===== config.mk =====
export PLATFORM = sky130hd
export DESIGN_NAME = gn3d_mac
export DESIGN_NICKNAME = d
export VERILOG_FILES = /design/src/rtl/gn3d_pkg.sv /design/src/rtl/gn3d_mac.sv
export SDC_FILE = /design/constraint.sdc
export NUM_CORES = 1
export LEC_CHECK = 0
export BUFFER_PORTS_ARGS = -buffer_cell sky130_fd_sc_hd__clkbuf_2
export CELL_PAD_IN_SITES_DETAIL_PLACEMENT = 0
export CELL_PAD_IN_SITES_GLOBAL_PLACEMENT = 1
export CORE_MARGIN = 2
export CORE_UTILIZATION = 48
export CTS_CLUSTER_DIAMETER = 30
export DETAILED_ROUTE_END_ITERATION = 8
export PLACE_DENSITY_LB_ADDON = 0.1
export SYNTH_ARGS = -nofsm -noshare
export SYNTH_HDL_FRONTEND = slang
export SYNTH_SLANG_ARGS = --single-unit

===== constraint.sdc =====
create_clock -name clk -period 13.4 [get_ports clk]
set_clock_uncertainty 0.1 [all_clocks]
set_input_delay 0.67 -clock clk [delete_from_list [all_inputs] [get_ports clk]]
set_output_delay 0.67 -clock clk [all_outputs]
set_load 0.02 [all_outputs]

===== src/rtl/gn3d_pkg.sv =====
// Package for the 3D gradient noise block: permutation ROM, sequencer
// states, widths. No dependencies.
package gn3d_pkg;

	localparam int CoordW = 32;
	localparam int FracW  = 16;
	localparam int GradW  = 16;
	localparam int EntryW = 3 * GradW;
	// corner dot products: Q1.15 by 17-bit signed offset, three terms
	localparam int DotW   = 35;
	localparam int OutW   = 16;

	typedef enum logic [0:0] {
		OP_EVAL = 1'b0,
		OP_LOAD = 1'b1
	} op_t;

	typedef enum logic [3:0] {
		ST_IDLE,
		ST_HASH_Z,
		ST_HASH_Y,
		ST_HASH_X,
		ST_WEIGHT,
		ST_CORNER,
		ST_LERP,
		ST_OUT
	} state_t;

	localparam logic [7:0] PERM [256] = '{
		8'd225, 8'd155, 8'd210, 8'd108, 8'd175, 8'd199, 8'd221, 8'd144,
		8'd203, 8'd116, 8'd5, 8'd82, 8'd173, 8'd133, 8'd222, 8'd139,
		8'd174, 8'd169, 8'd138, 8'd248, 8'd36, 8'd2, 8'd151, 8'd194,
		8'd235, 8'd65, 8'd224, 8'd217, 8'd27, 8'd81, 8'd7, 8'd22,
		8'd121, 8'd229, 8'd63, 8'd8, 8'd165, 8'd110, 8'd237, 8'd117,
		8'd231, 8'd51, 8'd172, 8'd157, 8'd47, 8'd162, 8'd115, 8'd44,
		8'd43, 8'd124, 8'd94, 8'd150, 8'd53, 8'd131, 8'd84, 8'd57,
		8'd220, 8'd197, 8'd58, 8'd24, 8'd15, 8'd179, 8'd18, 8'd215,
		8'd153, 8'd26, 8'd200, 8'd226, 8'd119, 8'd12, 8'd76, 8'd34,
		8'd187, 8'd140, 8'd164, 8'd236, 8'd232, 8'd120, 8'd70, 8'd213,
		8'd69, 8'd158, 8'd33, 8'd252, 8'd90, 8'd246, 8'd75, 8'd130,
		8'd91, 8'd191, 8'd25, 8'd113, 8'd228, 8'd159, 8'd205, 8'd253,
		8'd134, 8'd142, 8'd89, 8'd103, 8'd96, 8'd104, 8'd156, 8'd80,
		8'd212, 8'd176, 8'd250, 8'd16, 8'd141, 8'd247, 8'd50, 8'd208,
		8'd39, 8'd49, 8'd32, 8'd10, 8'd198, 8'd223, 8'd255, 8'd11,
		8'd241, 8'd46, 8'd31, 8'd123, 8'd168, 8'd125, 8'd249, 8'd17,
		8'd201, 8'd129, 8'd20, 8'd181, 8'd111, 8'd239, 8'd218, 8'd87,
		8'd55, 8'd73, 8'd112, 8'd182, 8'd244, 8'd195, 8'd227, 8'd1,
		8'd243, 8'd148, 8'd102, 8'd166, 8'd28, 8'd99, 8'd242, 8'd136,
		8'd189, 8'd72, 8'd3, 8'd192, 8'd62, 8'd202, 8'd6, 8'd128,
		8'd167, 8'd23, 8'd188, 8'd13, 8'd35, 8'd77, 8'd196, 8'd185,
		8'd68, 8'd183, 8'd230, 8'd177, 8'd135, 8'd160, 8'd180, 8'd38,
		8'd238, 8'd251, 8'd37, 8'd240, 8'd126, 8'd64, 8'd74, 8'd161,
		8'd40, 8'd66, 8'd29, 8'd59, 8'd146, 8'd61, 8'd254, 8'd107,
		8'd42, 8'd86, 8'd154, 8'd4, 8'd21, 8'd233, 8'd209, 8'd45,
		8'd98, 8'd193, 8'd114, 8'd184, 8'd149, 8'd171, 8'd178, 8'd101,
		8'd48, 8'd41, 8'd71, 8'd56, 8'd132, 8'd211, 8'd152, 8'd170,
		8'd163, 8'd106, 8'd9, 8'd79, 8'd147, 8'd85, 8'd30, 8'd207,
		8'd219, 8'd137, 8'd214, 8'd145, 8'd93, 8'd92, 8'd100, 8'd245,
		8'd54, 8'd78, 8'd19, 8'd206, 8'd88, 8'd234, 8'd190, 8'd122,
		8'd0, 8'd216, 8'd186, 8'd60, 8'd95, 8'd83, 8'd105, 8'd14,
		8'd118, 8'd127, 8'd67, 8'd143, 8'd109, 8'd97, 8'd204, 8'd52
	};

endpackage


===== src/rtl/gn3d_mac.sv =====
// Shared signed multiply-accumulate unit: one 19x19 product per cycle,
// optionally arithmetic-shifted right by 16 and added to an addend.
// Depends on gn3d_pkg.
module gn3d_mac
	import gn3d_pkg::*;
(
	input  logic               clk,
	input  logic signed [18:0] a,
	input  logic signed [18:0] b,
	input  logic               shift16,
	input  logic signed [47:0] addend,
	output logic signed [47:0] result
);
	logic signed [37:0] prod;
	logic signed [47:0] term;

	// product, optionally floored by 2^16, plus addend
	always_comb begin
		prod = a * b;
		term = shift16 ? 48'(prod >>> 16) : 48'(prod);
	end

	always_ff @(posedge clk) begin
		result <= term + addend;
	end
endmodule


==> results of run 1 <==
==> metal layers <==
metal | vias to the layer above | global-route usage (%)
li1 | 6022 | -
met1 | 6537 | 30.80
met2 | 220 | 45.21
met3 | 45 | 2.262
met4 | 0 | 4.254
met5 | - | 0
==> worst paths after layout <==
path	slack (ps)	end	cells past startpoint
max	2540	result[46]	34
min	500	result[0]	2
==> layout by cell type, fill, tap and decap left out, types with 48 or more instances in the layout <==
cell,instances
xnor2_1,50
inv_1,384
fa_1,370
a21oi_1,62
nand2_1,237
clkbuf_2,135
and2_1,179
ha_1,160
dfxtp_1,48
nor2_1,54
==> per-stage QoR <==
stage | hold WS [ps] | area [um2] | util (%)
after CTS | 499.8 | 18300 | 51.70
after global routing | 507.0 | 18300 | 51.70
after detailed placement | 800.5 | 18160 | 51.29
after global placement | 795.9 | 18160 | 51.29
final | 504.6 | 18300 | 51.71
after floorplan | 699.9 | 17150 | -
==> cells by family (layout without fill, tap and decap cells) <==
kind of cell / count (synthesis) / in the layout / share of synthesized area, %
and+or+nand+nor: 557 / 557 / 15.89
adders and majority gates: 530 / 530 / 54.85
buffers and inverters: 452 / 529 / 9.905
AOI/OAI and AO/OA: 233 / 233 / 9.103
xor gates and xnor gates: 79 / 79 / 4.034
DFF: 48 / 48 / 5.602
muxes: 10 / 10 / 0.6200
other: 0 / 1 / 0
==> cell type report <==
type	count	area share, %
antenna	1	0.01367
clock buffer	6	0.7041
clock inverter	2	0.08886
inverter	386	7.916
multi-input combinational	1409	79.19
sequential	48	5.250
tap	461	3.151
timing repair buffer	135	3.691
==> implementation parameters, run 1 <==
Parameter                              Value

Floorplanning
  Std cell rows ... 69
  Full die area ... 37,270 um2
  DIE WIDTH ... 193.0 um
  Vertical extent of the die ... 193.0 um
  Core area ... 35,400 um2
  Starting density of the core ... 48.46%
  Number of ports placed on the die boundary ... 136

GRT
  Total overflow reported by the global router ... 0
  First-pass GRT wire length ... 69,900 um
  Largest net degree at the start of global routing ... 30
  Combined global-route utilization of all metal layers ... 24.25%
  Vias in the first global route ... 13,620
  Antenna violations before repair ... 0

Drt
  Routed len/inst ... 17.65 um
  Antenna Nets Post-Route ... 0
  First-pass DRT Iterations ... 5
  Top routing layer in use ... met4
  Met2 routed WL ... 23,180 um
  Starting DRT DRC Count ... 534
  Total length of routed wires ... 43,200 um
  Wire length on met3 ... 1383 um
  Number of remaining DRC errors ... 0
  Vias ... 12,820
  Average via count per standard cell ... 5.239
  Detailed-routing wirelength on met1 ... 17,920 um

Min path
  Type of the most critical hold path ... input port to flop
  Critical hold path startpoint ... addend[0]

Cells and area
  Area occupied by multi-input gates ... 14,490 um2
  Flip-flop count of the largest register, all copies and words added ... 48
  Number of fill cells ... 3,453
  Syn-to-layout area delta ... 6.703%
  Largest registers ... result x48
  Sequential Area ... 960.9 um2
  Final Non-Filler Cells ... 2,448
  Share of cells above drive strength 1 ... 7.956%
  Largest reg by FF count ... result
  Fin nets ... 2,603

Critical path
  Most numerous cell on the critical path ... fa_1
  Largest driver fanout on the critical path ... 19
  Critical path type ... input port to flop
  Type of element capturing the critical path ... flop
  Critical path startpoint ... a[10]
  Data required time of the critical path ... 13,490 ps
  Data arrival at the endpoint of the critical path ... 10,940 ps
  Buffers plus inverters on the worst setup path ... 5
  Slowest stage delay, CP ... 860 ps
  Type of origin of the critical path ... input port
  Family of cells with the greatest summed delay on the critical path ... compound AO/OA/AOI/OAI gates
  Critical Path Slowest Stage Cell ... a311oi_2

Synth
  Synthesized flop and latch total ... 48
  Proportion of register bits with asynchronous set or reset after synthesis ... 0%
  Dominant cell type by area after synthesis ... fa_1
  Most used standard cells in the synthesized netlist ... inv_1, fa_1, nand2_1, and2_1, ha_1
  Post-synthesis instance area ... 17,150 um2
  Prevailing post-synth register cell ... dfxtp_1
  Sequential fraction of the synthesis area ... 5.602%
  Synth area leaders ... fa_1, ha_1, inv_1, and2_1, dfxtp_1
  Synthesized area divided by synthesized cell count ... 8.986 um2
  Fraction of synthesized cell area taken by the top area cell type ... 43.18%
  Number of synthesized flops with an enable pin ... 0
  Number of unique standard cell types used by synthesis ... 64
  Number of nets in the synthesized netlist ... 2,527
  Most frequently used cell type in the post-synthesis netlist ... inv_1
  Post-synthesis cell count ... 1,909
  Total number of yosys warnings ... 0

Timing
  Setup WS post-layout ... 2544 ps
  Maximum clock frequency ... 92.12 MHz
  Total negative setup slack ... 0 ps
  RSZ-0062 raised after global routing ... false
  Worst slew margin relative to its limit ... 36.19%
  Total count of hold-check failures in the final report ... 0
  Final-report setup violation count ... 0
  Transition at the pin with the smallest max-transition slack ... 957.2 ps
  Minimum clock period ... 10,860 ps
  Final worst-path cycle share ... 81.01%
  Slew Limit Fails ... 0

Clocking
  CTS tree ... done
  Clock edge transition at the registers on the reported setup and hold paths ... 70 ps
  Post-CTS Setup Inserts ... 0
  Number of hold-repair buffers added at the cts stage ... 0
  Clk root buf ... clkbuf_16
  # resized after CTS ... 0
  Number of buffers between clock root and the deepest sink ... 2
  TritonCTS Sinks ... 48
  Clock buffers created by TritonCTS ... 5
  CTS H-tree lvls ... 2

Place
  Post-placement cell count ... 2,439
  Routability congestion estimate from global placement ... 0.8517
  DP Worst Slack ... 2190 ps
  Port-buffer cells ... 135
  Final HPWL from detailed placement ... 36,860 um

Job
  Maximum capacitance violations ... 0

Status
  Run status ... finished, final reports clean
Power of run 1 is left out: the tool's default activity adds up to more than one toggle a clock period on the data nets, which glitch-free logic cannot reach.
==> inputs of run 2 (changes only) <==
--- a/config.mk
+++ b/config.mk
@@ -5,11 +5,12 @@
 export SDC_FILE = /design/constraint.sdc
 export NUM_CORES = 1
 export LEC_CHECK = 0
+export ABC_AREA = 1
 export BUFFER_PORTS_ARGS = -buffer_cell sky130_fd_sc_hd__clkbuf_2
 export CELL_PAD_IN_SITES_DETAIL_PLACEMENT = 0
 export CELL_PAD_IN_SITES_GLOBAL_PLACEMENT = 1
 export CORE_MARGIN = 2
-export CORE_UTILIZATION = 48
+export CORE_UTILIZATION = 42
 export CTS_CLUSTER_DIAMETER = 30
 export DETAILED_ROUTE_END_ITERATION = 8
 export PLACE_DENSITY_LB_ADDON = 0.1
==> constraint.sdc (replaced) <==
create_clock -name clk -period 9.8 [get_ports clk]
set_clock_uncertainty 0.1 [all_clocks]
set_input_delay 0.49 -clock clk [delete_from_list [all_inputs] [get_ports clk]]
set_output_delay 0.49 -clock clk [all_outputs]
set_load 0.02 [all_outputs]
==> implementation parameters, run 2 <==
Parameter                              Value

GRT
  Largest net degree at the start of global routing ... 54 (+80%)
  Met2 GRT Util ... 45.20% (about the same)
  First-pass GRT wire length ... 101,000 um (+45%)
  Combined global-route utilization of all metal layers ... 26.35% (+2.1 points)
  Total overflow reported by the global router ... 0 (unchanged)
  Global-route track usage on met1 ... 35.00% (+4.2 points)
  Met3 usage ... 3.319% (+1.1 points)
  GR peak layer ... met2
  Vias in the first global route ... 18,620 (+37%)
  Antenna violations before repair ... 1 (+1)

Timing
  Transition at the pin with the smallest max-transition slack ... 689.5 ps (-267.8 ps)
  RSZ-0062 raised after global routing ... false
  Maximum clock frequency ... 112.7 MHz
  Final worst-path cycle share ... 90.56%
  Minimum clock period ... 8875 ps
  Total negative setup slack ... 0 ps (unchanged)
  Worst slew margin relative to its limit ... 54.04% (+18 points)
  Final-report setup violation count ... 0 (unchanged)
  Total count of hold-check failures in the final report ... 0 (unchanged)
  Slew Limit Fails ... 0 (unchanged)

Synth
  Synthesized flop and latch total ... 48 (unchanged)
  Synthesized area divided by synthesized cell count ... 7.011 um2 (-22%)
  Most used standard cells in the synthesized netlist ... nand2_1, inv_1, fa_1, nor2_1, ha_1
  Number of unique standard cell types used by synthesis ... 47 (-27%)
  Synth area leaders ... fa_1, nand2_1, inv_1, ha_1, dfxtp_1
  Proportion of register bits with asynchronous set or reset after synthesis ... 0% (unchanged)
  Number of nets in the synthesized netlist ... 3,470 (+37%)
  Total number of yosys warnings ... 0 (unchanged)
  Most frequently used cell type in the post-synthesis netlist ... nand2_1
  Fraction of synthesized cell area taken by the top area cell type ... 37.04% (-6.1 points)
  Post-synthesis instance area ... 20,000 um2 (+17%)
  Sequential fraction of the synthesis area ... 4.805% (-0.80 points)
  Prevailing post-synth register cell ... dfxtp_1
  Post-synthesis cell count ... 2,852 (+49%)
  Dominant cell type by area after synthesis ... fa_1
  Number of synthesized flops with an enable pin ... 0 (unchanged)

Cells and area
  Leading cell type in the layout, fill and taps excluded ... nand2_1
  Fin nets ... 3,543 (+36%)
  Highest-count cells in the layout ignoring fill and taps ... nand2_1, inv_1, fa_1, nor2_1, ha_1
  Number of fill cells ... 4,922 (+43%)
  Sequential Area ... 960.9 um2 (unchanged)
  Largest registers ... result x48
  # diodes ... 0 (-1)
  Area occupied by multi-input gates ... 15,760 um2 (+8.7%)
  Share of cells above drive strength 1 ... 8.547% (+0.59 points)
  Syn-to-layout area delta ... 6.851%
  Flip-flop count of the largest register, all copies and words added ... 48 (unchanged)
  Largest reg by FF count ... result

Critical path
  Capturing instance or port of the critical path ... result[40]
  Type of element capturing the critical path ... flop
  Critical path startpoint ... b[1]
  Family of cells with the greatest summed delay on the critical path ... adder cells
  Largest driver fanout on the critical path ... 19 (unchanged)
  Critical Path Slowest Stage Cell ... fa_1
  Critical Path Stages ... 29 (-15%)
  Buffers plus inverters on the worst setup path ... 6 (+1)
  Slowest stage delay, CP ... 810 ps (-50 ps)
  Data required time of the critical path ... 9900 ps (-3590 ps)
  Data arrival at the endpoint of the critical path ... 8980 ps (-1960 ps)
  Critical path type ... input port to flop
  Type of origin of the critical path ... input port

Drt
  Starting DRT DRC Count ... 1,094 (+100%)
  Routed len/inst ... 17.72 um (+0.42%)
  First-pass DRT Iterations ... 5 (unchanged)
  Vias ... 17,360 (+35%)
  Average via count per standard cell ... 4.916 (-6.2%)
  Number of remaining DRC errors ... 0 (unchanged)
  Antenna Nets Post-Route ... 0 (unchanged)
  Total length of routed wires ... 62,590 um (+45%)

Floorplanning
  DIE WIDTH ... 222.2 um (+15%)
  Starting density of the core ... 42.77% (-5.7 points)
  Vertical extent of the die ... 222.2 um (+15%)
  Core area ... 46,750 um2 (+32%)
  Number of ports placed on the die boundary ... 136 (unchanged)
  Full die area ... 49,370 um2 (+32%)
  Std cell rows ... 79 (+14%)

Clocking
  Post-CTS Setup Inserts ... 0 (unchanged)
  Number of buffers between clock root and the deepest sink ... 2 (unchanged)
  Clock edge transition at the registers on the reported setup and hold paths ... 80 ps (about the same)
  Clock buffers created by TritonCTS ... 5 (unchanged)
  CTS tree ... done
  TritonCTS Sinks ... 48 (unchanged)
  Clk root buf ... clkbuf_16
  # resized after CTS ... 0 (unchanged)
  CTS H-tree lvls ... 2 (unchanged)
  Number of hold-repair buffers added at the cts stage ... 0 (unchanged)

Min path
  Type of the most critical hold path ... input port to flop

Place
  Port-buffer cells ... 135 (unchanged)
  Final HPWL from detailed placement ... 55,820 um (+51%)
  Routability congestion estimate from global placement ... 0.9441 (+11%)

Status
  Run status ... finished, final reports clean

Job
  Maximum capacitance violations ... 0 (unchanged)
==> run 2: cell count changes after synthesis, sizes merged, moves of 14 or more <==
cell / previous run / this run
a21oi: 64 / 105
nand2b: 18 / 0
a21o: 41 / 9
buf: 4 / 18
nand4: 5 / 28
nor2: 54 / 184
o21bai: 5 / 21
inv: 384 / 776
nand3: 20 / 89
and2: 179 / 7
nand2: 237 / 835
xnor2: 50 / 14
==> run 2: how the worst min path moves through the flow <==
| stage | from | endpoint | slack, ps | depth (start not counted) |
|---|---|---|---|---|
| 6_report | addend[47] | result[47] | 400 | 5 |
| 2_1_floorplan | addend[0] | result[0] | 520 | 1 |
| 4_1_cts | addend[47] | result[47] | 390 | 5 |
| 3_5_place_dp | addend[47] | result[47] | 710 | 5 |
| 5_1_grt | addend[1] | result[1] | 430 | 2 |
| 3_3_place_gp | addend[47] | result[47] | 710 | 5 |
==> run 2: kinds of logic after synthesis <==
family	count (synthesis)	synth area share, %
adders and majority gates	530	47.05
buffers and inverters	862	16.40
DFF	48	4.805
AOI/OAI and AO/OA	193	5.663
xor gates and xnor gates	40	1.752
and+or+nand+nor	1179	24.33
==> run 2: layout make-up <==
cell class                 instances  share of cell area (%)
clock inverter                     2                  0.2811
sequential                        48                   4.497
inverter                         779                   13.69
clock buffer                       5                  0.5856
multi-input combinational       1942                   73.74
timing repair buffer             149                   3.654
tap                              607                   3.554
==> run 2: stage by stage <==
step / worst slack (ps) / instances / utilization, % / hold WS (ps) / cell area, um2
6_report: 924.9 / 3532 / 45.70 / 401.3 / 21370
5_1_grt: 387.9 / 3532 / 45.70 / 428.7 / 21370
4_1_cts: 992.6 / 3532 / 45.70 / 388.2 / 21370
3_5_place_dp: 697.0 / 3525 / 45.30 / 709.4 / 21180
3_3_place_gp: 608.0 / 3525 / 45.30 / 711.0 / 21180
2_1_floorplan: 2052 / 2852 / - / 519.8 / 20000
==> run 2: routing by layer <==
metal	wire length (um)	vias up
met5	7	-
met1	27510	8454
met3	3068	91
met2	30050	394
li1	-	8421
met4	1950	2
Power of run 2 is left out for the same reason.
